===== src/design/rmr_pkg.sv =====
// ----------------------------------------------------------------------------
// Region mean and range test - shared package
// Controller states, command bundle and fixed widths.
// ----------------------------------------------------------------------------
package rmr_pkg;

	localparam int PIX_W   = 8;
	localparam int QUO_W   = 8;   // mean always fits in a pixel
	localparam int STEP_W  = 3;   // counts QUO_W divide steps
	localparam int IN_TDATA_W  = 8;
	localparam int OUT_TDATA_W = 24;  // 18 bits of fields, padded to bytes

	localparam logic [PIX_W-1:0]  PIX_MAX   = 8'hFF;
	localparam logic [STEP_W-1:0] STEP_LAST = 3'd7;

	typedef enum logic [1:0] {
		ST_ACCUM,
		ST_DIVIDE,
		ST_DONE
	} rmr_state_t;

	typedef struct packed {
		logic accept;   // take one pixel into the running statistics
		logic last;     // the pixel closes the region: arm the divider
		logic step;     // one restoring divide step
		logic finish;   // load the result register and clear the region
	} rmr_cmd_t;

endpackage


===== src/design/rmr_datapath.sv =====
// ----------------------------------------------------------------------------
// Region mean and range test - datapath
// Running sum, count, min and max; bit-serial restoring divider; result reg.
// ----------------------------------------------------------------------------
module rmr_datapath import rmr_pkg::*; #(
	parameter int MAX_PIXELS = 262144
) (
	input  logic                   clk,
	input  logic                   arst_n,
	input  rmr_cmd_t               cmd,
	input  logic [PIX_W-1:0]       pixel,
	input  logic                   cfg_we,
	input  logic [PIX_W-1:0]       cfg_wdata,
	output logic [OUT_TDATA_W-1:0] result
);

	localparam int CNT_W = $clog2(MAX_PIXELS + 1);
	localparam int SUM_W = CNT_W + PIX_W;
	localparam logic [CNT_W-1:0] CNT_LIMIT = CNT_W'(MAX_PIXELS);

	logic [PIX_W-1:0] thresh_q;
	logic [SUM_W-1:0] sum_q, sum_nxt;
	logic [CNT_W-1:0] cnt_q, cnt_nxt;
	logic [PIX_W-1:0] min_q, max_q;
	logic             sat_q;
	logic             room;

	logic [SUM_W-1:0] rem_q, dvs_q;
	logic [QUO_W-1:0] quo_q;
	logic             ge;
	logic [PIX_W-1:0] range_w;

	assign room    = cnt_q != CNT_LIMIT;
	assign sum_nxt = room ? sum_q + SUM_W'(pixel) : sum_q;
	assign cnt_nxt = room ? cnt_q + CNT_W'(1) : cnt_q;

	assign ge      = rem_q >= dvs_q;
	// at least one pixel seen, so max >= min
	assign range_w = max_q - min_q;

	always_ff @(posedge clk or negedge arst_n) begin
		if (!arst_n) begin
			thresh_q <= '0;
		end else if (cfg_we) begin
			thresh_q <= cfg_wdata;
		end
	end

	always_ff @(posedge clk or negedge arst_n) begin
		if (!arst_n) begin
			sum_q <= '0;
			cnt_q <= '0;
			min_q <= PIX_MAX;
			max_q <= '0;
			sat_q <= 1'b0;
		end else if (cmd.finish) begin
			sum_q <= '0;
			cnt_q <= '0;
			min_q <= PIX_MAX;
			max_q <= '0;
			sat_q <= 1'b0;
		end else if (cmd.accept) begin
			sum_q <= sum_nxt;
			cnt_q <= cnt_nxt;
			if (!room) sat_q <= 1'b1;
			if (pixel < min_q) min_q <= pixel;
			if (pixel > max_q) max_q <= pixel;
		end
	end

	// divisor starts at count << 7 and halves each step; quotient < 256
	always_ff @(posedge clk) begin
		if (cmd.accept && cmd.last) begin
			rem_q <= sum_nxt;
			dvs_q <= SUM_W'({cnt_nxt, {(QUO_W-1){1'b0}}});
			quo_q <= '0;
		end else if (cmd.step) begin
			if (ge) rem_q <= rem_q - dvs_q;
			dvs_q <= dvs_q >> 1;
			quo_q <= {quo_q[QUO_W-2:0], ge};
		end
	end

	always_ff @(posedge clk) begin
		if (cmd.finish) begin
			result <= {6'b0, sat_q, range_w <= thresh_q, range_w, quo_q};
		end
	end

endmodule


===== config.mk =====
export PLATFORM = sky130hd
export DESIGN_NAME = rmr_datapath
export DESIGN_NICKNAME = d
export VERILOG_FILES = /design/src/design/rmr_pkg.sv /design/src/design/rmr_datapath.sv
export SDC_FILE = /design/constraint.sdc
export NUM_CORES = 1
export LEC_CHECK = 0
export ABC_AREA = 1
export ABC_CLOCK_PERIOD_IN_PS = 3500
export BUFFER_PORTS_ARGS = -buffer_cell sky130_fd_sc_hd__buf_2
export CAP_MARGIN = 20
export CORE_ASPECT_RATIO = 1.25
export CORE_UTILIZATION = 35
export CTS_CLUSTER_DIAMETER = 60
export DETAILED_ROUTE_END_ITERATION = 16
export PLACE_DENSITY = 0.53
export SETUP_SLACK_MARGIN = 0.15
export SYNTH_ARGS = -nofsm -noshare
export SYNTH_HDL_FRONTEND = slang
export SYNTH_SLANG_ARGS = --single-unit

===== constraint.sdc =====
create_clock -name clk -period 3.5 [get_ports clk]
set_input_delay 0.7 -clock clk [delete_from_list [all_inputs] [get_ports clk]]
set_output_delay 0.7 -clock clk [all_outputs]
set_load 0.005 [all_outputs]

======== Word level (Yosys, flattened, before mapping) ========
Index checks and enable logic that the tools add are counted.
word-level totals
  bits in registers ....................... 150
  latch bits .............................. 0
  bits in writable memories ............... 0
  bits in read-only memories .............. 0
  output and inout port bits .............. 24
  logic and storage cells ................. 51
  memories kept ........................... 0
cells by class
  $add $sub $neg .......................... 4
  multipliers ............................. 0
  divide/modulo/power cells ............... 0
  $lt $le $gt $ge ......................... 4
  eq/ne operators ......................... 2
  shift-type cells ........................ 0
  muxes and demuxes ....................... 20
  bitwise operators ....................... 0
  reductions and logical operators ........ 10
operators by type and width
  operator               number
  $mux 27                6
  $mux 19                3
  $mux 26                2
  $mux 8                 6
  $add 27x8->27          1
  $ge 27x26->1           1
  $sub 27x26->27         1
  $add 19x1->19 const B  1
  $ne 19x19->1 const B   1
  $reduce_bool 2->1      5
  $gt 8x8->1             1
  $le 8x8->1             1
  $lt 8x8->1             1
  $reduce_and 2->1       4
  $sub 8x8->8            1
  $mux 1                 3
  $ne 2x2->1 const B     1
  $logic_and 1x1->1      1

======== Logic depth before layout (Yosys ltp) ========
Gate-level depths: netlist (run 1).
  word-level depth ........................ 4
  gate-level depth with buffers ........... 14

======== Worst setup path before layout (run 1) ========
OpenSTA, ideal clock, no wires.
  kind .................................... reg-to-reg
  start point ............................. register min_q[2]
  end point ............................... register result[16] (data pin)
  library setup time ...................... 0.265 ns
  data arrival time ....................... 2.271 ns
  data required time ...................... 3.235 ns
  setup slack ............................. 0.964 ns
  stages on the path, launching flop included .. 13
  buffers on the path ..................... 0
  period minus slack after synthesis ...... 2.536 ns
  path through ............................ dfstp_2 -> inv_1 -> ha_1 -> nand2_1 -> o21ai_0 -> a21oi_1 -> o21ai_0 -> xnor2_1 -> inv_1 -> ha_1 -> nand3_1 -> o221ai_1 -> o21ai_0
between the ends
  longest elaborated chain between the ends .. 2
ends and longest elaborated chain
  item                    RTL line            text
  from (decl)             rmr_datapath.sv:24  logic [PIX_W-1:0] min_q, max_q;
  from (signal assigned)  rmr_datapath.sv:66  if (pixel < min_q) min_q <= pixel;
  $sub 8x8->8             rmr_datapath.sv:39  assign range_w = max_q - min_q;
  via range_w[5]          rmr_datapath.sv:31  logic [PIX_W-1:0] range_w;
  $le 8x8->1              rmr_datapath.sv:86  result <= {6'b0, sat_q, range_w <= thresh_q, range_w, quo_q};
  to (signal assigned)    rmr_datapath.sv:86
  to (decl)               rmr_datapath.sv:14  output logic [OUT_TDATA_W-1:0] result
The timed path passes the listed nets, and every way through them passes these cells.
A chain may end at the register's enable or synchronous reset.

======== Worst setup path after layout (run 1) ========
Ends and elaborated chain as after synthesis.

==> run metrics, run 1 <==
status complete, no violations; DR vias/cell 4.90; initial antenna violation count 0; max_slew headroom 0.385; maximum VDD drop 0.303 mV; die area 30300 sq um; Die Wd 156 um; Clock Tree Root clkbuf_16; Post-Synth Simple-Gate Area 0.310; Yosys top cell area share 0.185; slowest stage delay, CP 0.53 ns; total track usage 0.210; clock sink count 150; synthesized cell area 10400 sq um; endpoints failing hold 0; first-pass GRT wire length 48.5 mm; top cells by area, synth edfxtp_1, nand2_1, dfrtp_1; Period minus WS final 2.78 ns; number of global-route vias before repair 9171; Setup Total Neg Slack 0 ns; Worst R2R Setup Slack 0.72 ns; Hold WC Path Type primary input to asynchronous set/reset pin; drt wl/cell 15.9 um; Synth area leader edfxtp_1; Most common cell on crit path o21ai_0; WP data required 3.69 ns; Primary FF master, synth edfxtp_1; post-synthesis compound-gate area fraction 0.0888; Synth Area in XOR/XNOR 0.0287; critical path class register to register; Setup Skew 0.0143 ns; clk buf depth 2; startpoint types register; drt drc 0; Final Max Slew Viols 0; largest family of logic cells by synthesized area simple AND/OR/NAND/NOR gates; Die Height 194 um; final setup vio count 0; endpoint class of the critical path register; clk_lat worst skew 0.44 ns; Layout area overhead 11.6%; ANT nets after route 0; total global routing overflow 0; routability cong. 0.924; Syn Inst Count 1439; layout cells sized above 1 0.0823; Core Region 29200 sq um; Final Cycle Share 0.794; cts bufs inserted 17; # hold bufs at CTS 0; maximum fanout along the worst path 4; Synth Area in Adders 0.0854; Worst-path clk slew 0.07 ns; fin nets 1573; Fin Hold WS 0.220 ns; DR pass1 iterations 5; LEAKAGE 5.65 nW; fmax 360 MHz; buffer count from post-CTS setup fixing 0; final WL 30.1 mm; Ys Warns 0; FP Rows 70; Initial Util 0.356; mux cell area share after synthesis 0.00398; 1st-iter DRT viols 500; Netlist cell types 48; critical path arrival 2.97 ns; pin count of the biggest net entering global routing 44; Syn Area/Cell 7.21 sq um; Vias 9253; ANT cells 0; Power per Cell Area 652 nW/um^2; CTS tree done; Detailed Place HPWL 23.4 mm; Resize count post-CTS 0; Synth Register Bits 150; sequential area share after synthesis 0.386; Worst Max-Slew Pin Slew 0.921 ns; RSZ-0062 raised after global routing false; async set or reset register ratio after synthesis 0.473; Cell Chain, Critical Path inv_1 > ha_1 > nand2_1 > o21ai_0 > a21oi_1 > o21ai_0 > xnor2_1 > inv_1 > ha_1 > nand3_1 > o221ai_1 > o21ai_0; Post-synth EDFFs 64; IO Port Bufs 40; Max Cap Viol 0; # IOs 47; Slowest-stage cell, CP dfstp_2; Clock H-tree levels 4
==> cell families after synthesis <==
kind of cell,count (synthesis)
and+or+nand+nor,755
buffers and inverters,254
AOI/OAI and AO/OA,172
DFF,150
adders and majority gates,69
xor gates and xnor gates,34
muxes,4
other,1
==> layout make-up <==
cell class                      count  area, sq um
Inverter                          220          826
Fill cell                        3045        17600
Multi-Input combinational cell   1040         5380
Clock buffer                       18          429
Sequential cell                   150         4010
Clock inverter                     14          144
Timing Repair Buffer               52          293
Tap cell                          396          495
==> layer usage <==
metal	up-vias	global-route usage	wire length, um
li1	4725	-	-
met1	4263	0.246	12600
met2	211	0.373	15300
met3	54	0.0294	1050
met4	0	0.0973	1120
met5	-	0	0
==> report_power, final <==
group	switching, mW	internal, mW
Clock	0.840	1.00
Sequential	0.149	2.29
Combinational	2.15	1.12
Total	3.14	4.41
==> worst max-delay path, delay by kind of cell (launching register included) <==
| kind | cells | cell delay, ns |
|---|---|---|
| compound gates | 5 | 0.90 |
| buf+inv | 2 | 0.13 |
| simple gates | 2 | 0.16 |
| fa+ha+maj | 2 | 0.63 |
| xor+xnor | 1 | 0.16 |
| flops | 1 | 0.53 |
==> worst paths after layout <==
check                             endpoint      from  cells after the start
worst max register to register  result[16]  min_q[2]                     12
min in group clk                 result[7]  quo_q[7]                      0
worst min register to register   result[7]  quo_q[7]                      0
max in group asynchronous         min_q[0]    arst_n                      2
worst min-delay path             sum_q[16]    arst_n                      1
worst max-delay path            result[16]  min_q[2]                     12
==> flip-flops by register name, summed over array words and instances (netlist names) <==
signal and flops:
cnt_q 19, dvs_q 26, max_q 8, min_q 8
quo_q 8, rem_q 27, result 18, sat_q 1
sum_q 27, thresh_q 8
==> per-stage QoR <==
| stage | std cells | instance area, sq um | setup slack [ns] | utilization | power, mW |
|---|---|---|---|---|---|
| global placement | 1858 | 11000 | 0.750 | 0.377 | 5.72 |
| finish | 1890 | 11600 | 0.720 | 0.397 | 7.55 |
| CTS | 1890 | 11600 | 0.712 | 0.397 | 7.60 |
| global route | 1890 | 11600 | 0.342 | 0.397 | 8.17 |
| floorplan | 1444 | 10400 | 0.964 | - | 4.77 |
| detailed placement | 1858 | 11000 | 0.719 | 0.377 | 5.73 |
==> layout by cell type, fill, tap and decap left out, drive strengths merged, types with 17 or more instances in the layout <==
cell,Yosys,final
a21oi,44,44
buf,15,52
clkbuf,19,18
dfrtp,63,63
edfxtp,64,64
ha,66,66
inv,219,224
nand2,460,460
nand3,124,124
nand4,21,21
nor2,116,116
nor3,17,17
o21ai,96,96
xor2,22,22
==> synth_stat cells (5+ instances only) <==
master	n
nand2_1	456
inv_1	209
nand3_1	122
nor2_1	107
o21ai_0	69
ha_1	66
edfxtp_1	64
dfrtp_1	63
a21oi_1	44
o21ai_1	27
xor2_1	22
nand4_1	21
clkbuf_1	19
o22ai_1	16
dfxtp_1	15
nor3_1	13
xnor2_1	12
inv_2	10
buf_4	8
dfstp_2	8
and2_1	7
nor2_2	7
nand3b_1	6
o211ai_1	5
o21bai_1	5
Note: power is estimated with default switching activity, not from simulation.
==> run 2: changes to the inputs <==
Settings changed: ABC_AREA 1 to 0, ABC_CLOCK_PERIOD_IN_PS 3500 to 2550, PLACE_DENSITY 0.53 to 0.55.
Clock period 3.5 ns to 2.55 ns, I/O delays scaled along.
==> run 2 against run 1 <==
  * The flow now finishes with violations (setup timing)
  * Utilization up 8.0 points
  * Clock power up 35%
  * First-iteration DRC count down 15%
  * Synthesized cell count down 28%
  * Combinational power up 73%
  * Register-to-register slack worse by 0.73 ns
  * Final area up 11%
  * Non-clock buffer count up 170
  * Via count down 13%
  * Area after synthesis down 7.5%
  * Critical endpoint is now rem_q[16]
  * Largest cell class unchanged
  * Largest power group unchanged
==> run metrics, run 2 <==
mux cell area share after synthesis 0.0377; Final Max Slew Viols 0; top cell types by occurrence after synthesis nor2_1, nand2_1, inv_1; IO Port Bufs 40; critical path arrival 2.69 ns; worst r2r src rem_q[10]; DR pass1 iterations 5; LEAKAGE 5.54 nW; sequential share of power 0.291; Syn Area/Cell 9.30 sq um; Detailed Place HPWL 18.9 mm; startpoint types register; Max Cap Viol 0; Post-Synth Simple-Gate Area 0.176; Worst R2R Path Depth 9; Die Wd 150 um; Psw 4.18 mW; clk_lat worst skew 0.44 ns; Ys Warns 0; largest family of logic cells by synthesized area simple AND/OR/NAND/NOR gates; clk buf depth 2; Synth Area in Adders 0.0923; Synth Register Bits 150; DP Cell Count 1517; most common cell in the netlist nor2_1; Hold WC Path Type primary input to asynchronous set/reset pin; ANT nets after route 0; WP buf/inv 1; routability cong. 0.873; critical path class register to register; Layout area overhead 33.7%; maximum VDD drop 0.524 mV; first-pass GRT wire length 41.5 mm; Worst-path clk slew 0.06 ns; Yosys top cell area share 0.200; Period minus WS final 2.56 ns; # IOs 47; final setup vio count 13; Clock H-tree levels 4; initial antenna violation count 0; WP data required 2.69 ns; slowest stage delay, CP 0.44 ns; Setup Total Neg Slack -0.0671 ns; Setup WS post-layout -0.00921 ns; status finished with violations; failing checks setup timing; FP Rows 67; Synth area leader edfxtp_1; Setup Skew 0.0104 ns; commonest non-fill, non-tap cells in the layout buf_4, nor2_1, nand2_1, edfxtp_1; total global routing overflow 0; drt wl/cell 16.4 um; cts bufs inserted 17; sequential area share after synthesis 0.418; endpoints failing hold 0; RR Endpoint rem_q[16]; pin count of the biggest net entering global routing 41; Cell Chain, Critical Path ha_4 > a21o_1 > a31oi_4 > o32a_4 > or2_4 > o31ai_4 > a221oi_4 > o21ai_4 > buf_12; layout cells sized above 1 0.314; ANT cells 0; clock share of power 0.216; die area 28100 sq um; Util after Layout 0.477; max_slew headroom 0.606; fmax 391 MHz; Netlist cell types 70; synthesized cell area 9600 sq um; Primary FF master, synth edfxtp_1; final WL 26.0 mm; total chip power 11.5 mW; Worst R2R Setup Slack -0.009 ns; Worst Max-Slew Pin Slew 0.591 ns; async set or reset register ratio after synthesis 0.473; Slowest-stage cell, CP edfxtp_1; Vias 8025; Initial Util 0.357; maximum fanout along the worst path 20; Int Power 7.28 mW; post-synthesis compound-gate area fraction 0.134; clock sink count 150; Post-synth EDFFs 64; Final Cycle Share 1.00; commonest non-fill, non-tap cell in the layout buf_4; fin nets 1315; Core Region 26900 sq um; Power per Cell Area 894 nW/um^2; top cells by area, synth edfxtp_1, dfrtp_1, ha_1; Clock Tree Root clkbuf_16; total track usage 0.190; Syn Inst Count 1032; Logic pwr share 0.493; Synth Area in XOR/XNOR 0.0885; Die Height 187 um; endpoint class of the critical path register; number of global-route vias before repair 8118; RSZ-0062 raised after global routing true; CTS tree done; Switching Share 0.365; Non-Filler Instances 1581; drt drc 0; family with the most delay on the worst path compound AO/OA/AOI/OAI gates; 1st-iter DRT viols 426; DR vias/cell 5.08; largest registers rem_q x27, sum_q x27, dvs_q x26
-- run 2: cell types whose count changed after synthesis, moves of 24 or more --
cell / change
inv_1: -138
mux2i_1: +32
nand2_1: -383
nand3_1: -68
o21ai_1: -25
xnor2_1: +24
xor2_1: +39
-- run 2: area by class of cell --
| class | instances | area (sq um) |
|---|---|---|
| timing repair buffer | 222 | 1730 |
| inverter | 72 | 270 |
| fill | 2461 | 14100 |
| clock buffer | 17 | 425 |
| clock inverter | 15 | 141 |
| multi-input combinational | 760 | 5820 |
| sequential | 150 | 4010 |
| tap | 345 | 432 |
-- run 2: worst max path at each step --
stage                          from  slack (ns)  cells after the start          to
final                     rem_q[10]      -0.009                      9   rem_q[16]
after global placement     pixel[0]       -0.13                     11   rem_q[20]
after detailed placement   pixel[0]       -0.19                     11   rem_q[20]
after global routing       min_q[1]       -0.10                     13  result[16]
after floorplan           dvs_q[15]       -0.14                      9    rem_q[0]
after CTS                  min_q[0]       -0.02                     13  result[16]
-- run 2: through the flow --
stage	worst slack, ns	hold WS (ns)	area, sq um
floorplan	-0.137	0.214	9750
global placement	-0.134	0.422	11300
detailed placement	-0.190	0.424	11300
CTS	-0.0192	0.0883	12100
global route	-0.103	0.102	12800
finish	-0.00921	0.0724	12800
-- run 2: metal layers --
metal	up-vias	part of all wire	global-route usage
met2	126	0.51	0.325
met1	3854	0.44	0.236
met5	-	0	0
met4	0	0.027	0.0723
met3	40	0.027	0.0312
li1	4005	-	-
-- run 2: logic make-up after synthesis --
group,count (synthesis)
compound gates,205
xor+xnor,97
fa+ha+maj,69
simple gates,347
mux,36
flops,150
buf+inv,127
other cells,1
-- run 2: power by group through the flow --
stage	Sequential (mW)	Clock, mW	Combinational (mW)
2_1_floorplan	3.26	0	2.89
4_1_cts	3.29	2.54	4.97
3_3_place_gp	3.32	0	4.61
6_report	3.34	2.48	5.65
3_5_place_dp	3.33	0	4.63
5_1_grt	3.38	2.63	6.21
-- run 2: repair_timing --
action	in CTS	in global routing
endpoints found under the setup margin	49	59
gates resized for setup	33	108
cloned	0	2
buffers inserted	8	22
pin swaps	29	55
hold endpoints to repair	0	0
hold buffers	0	0
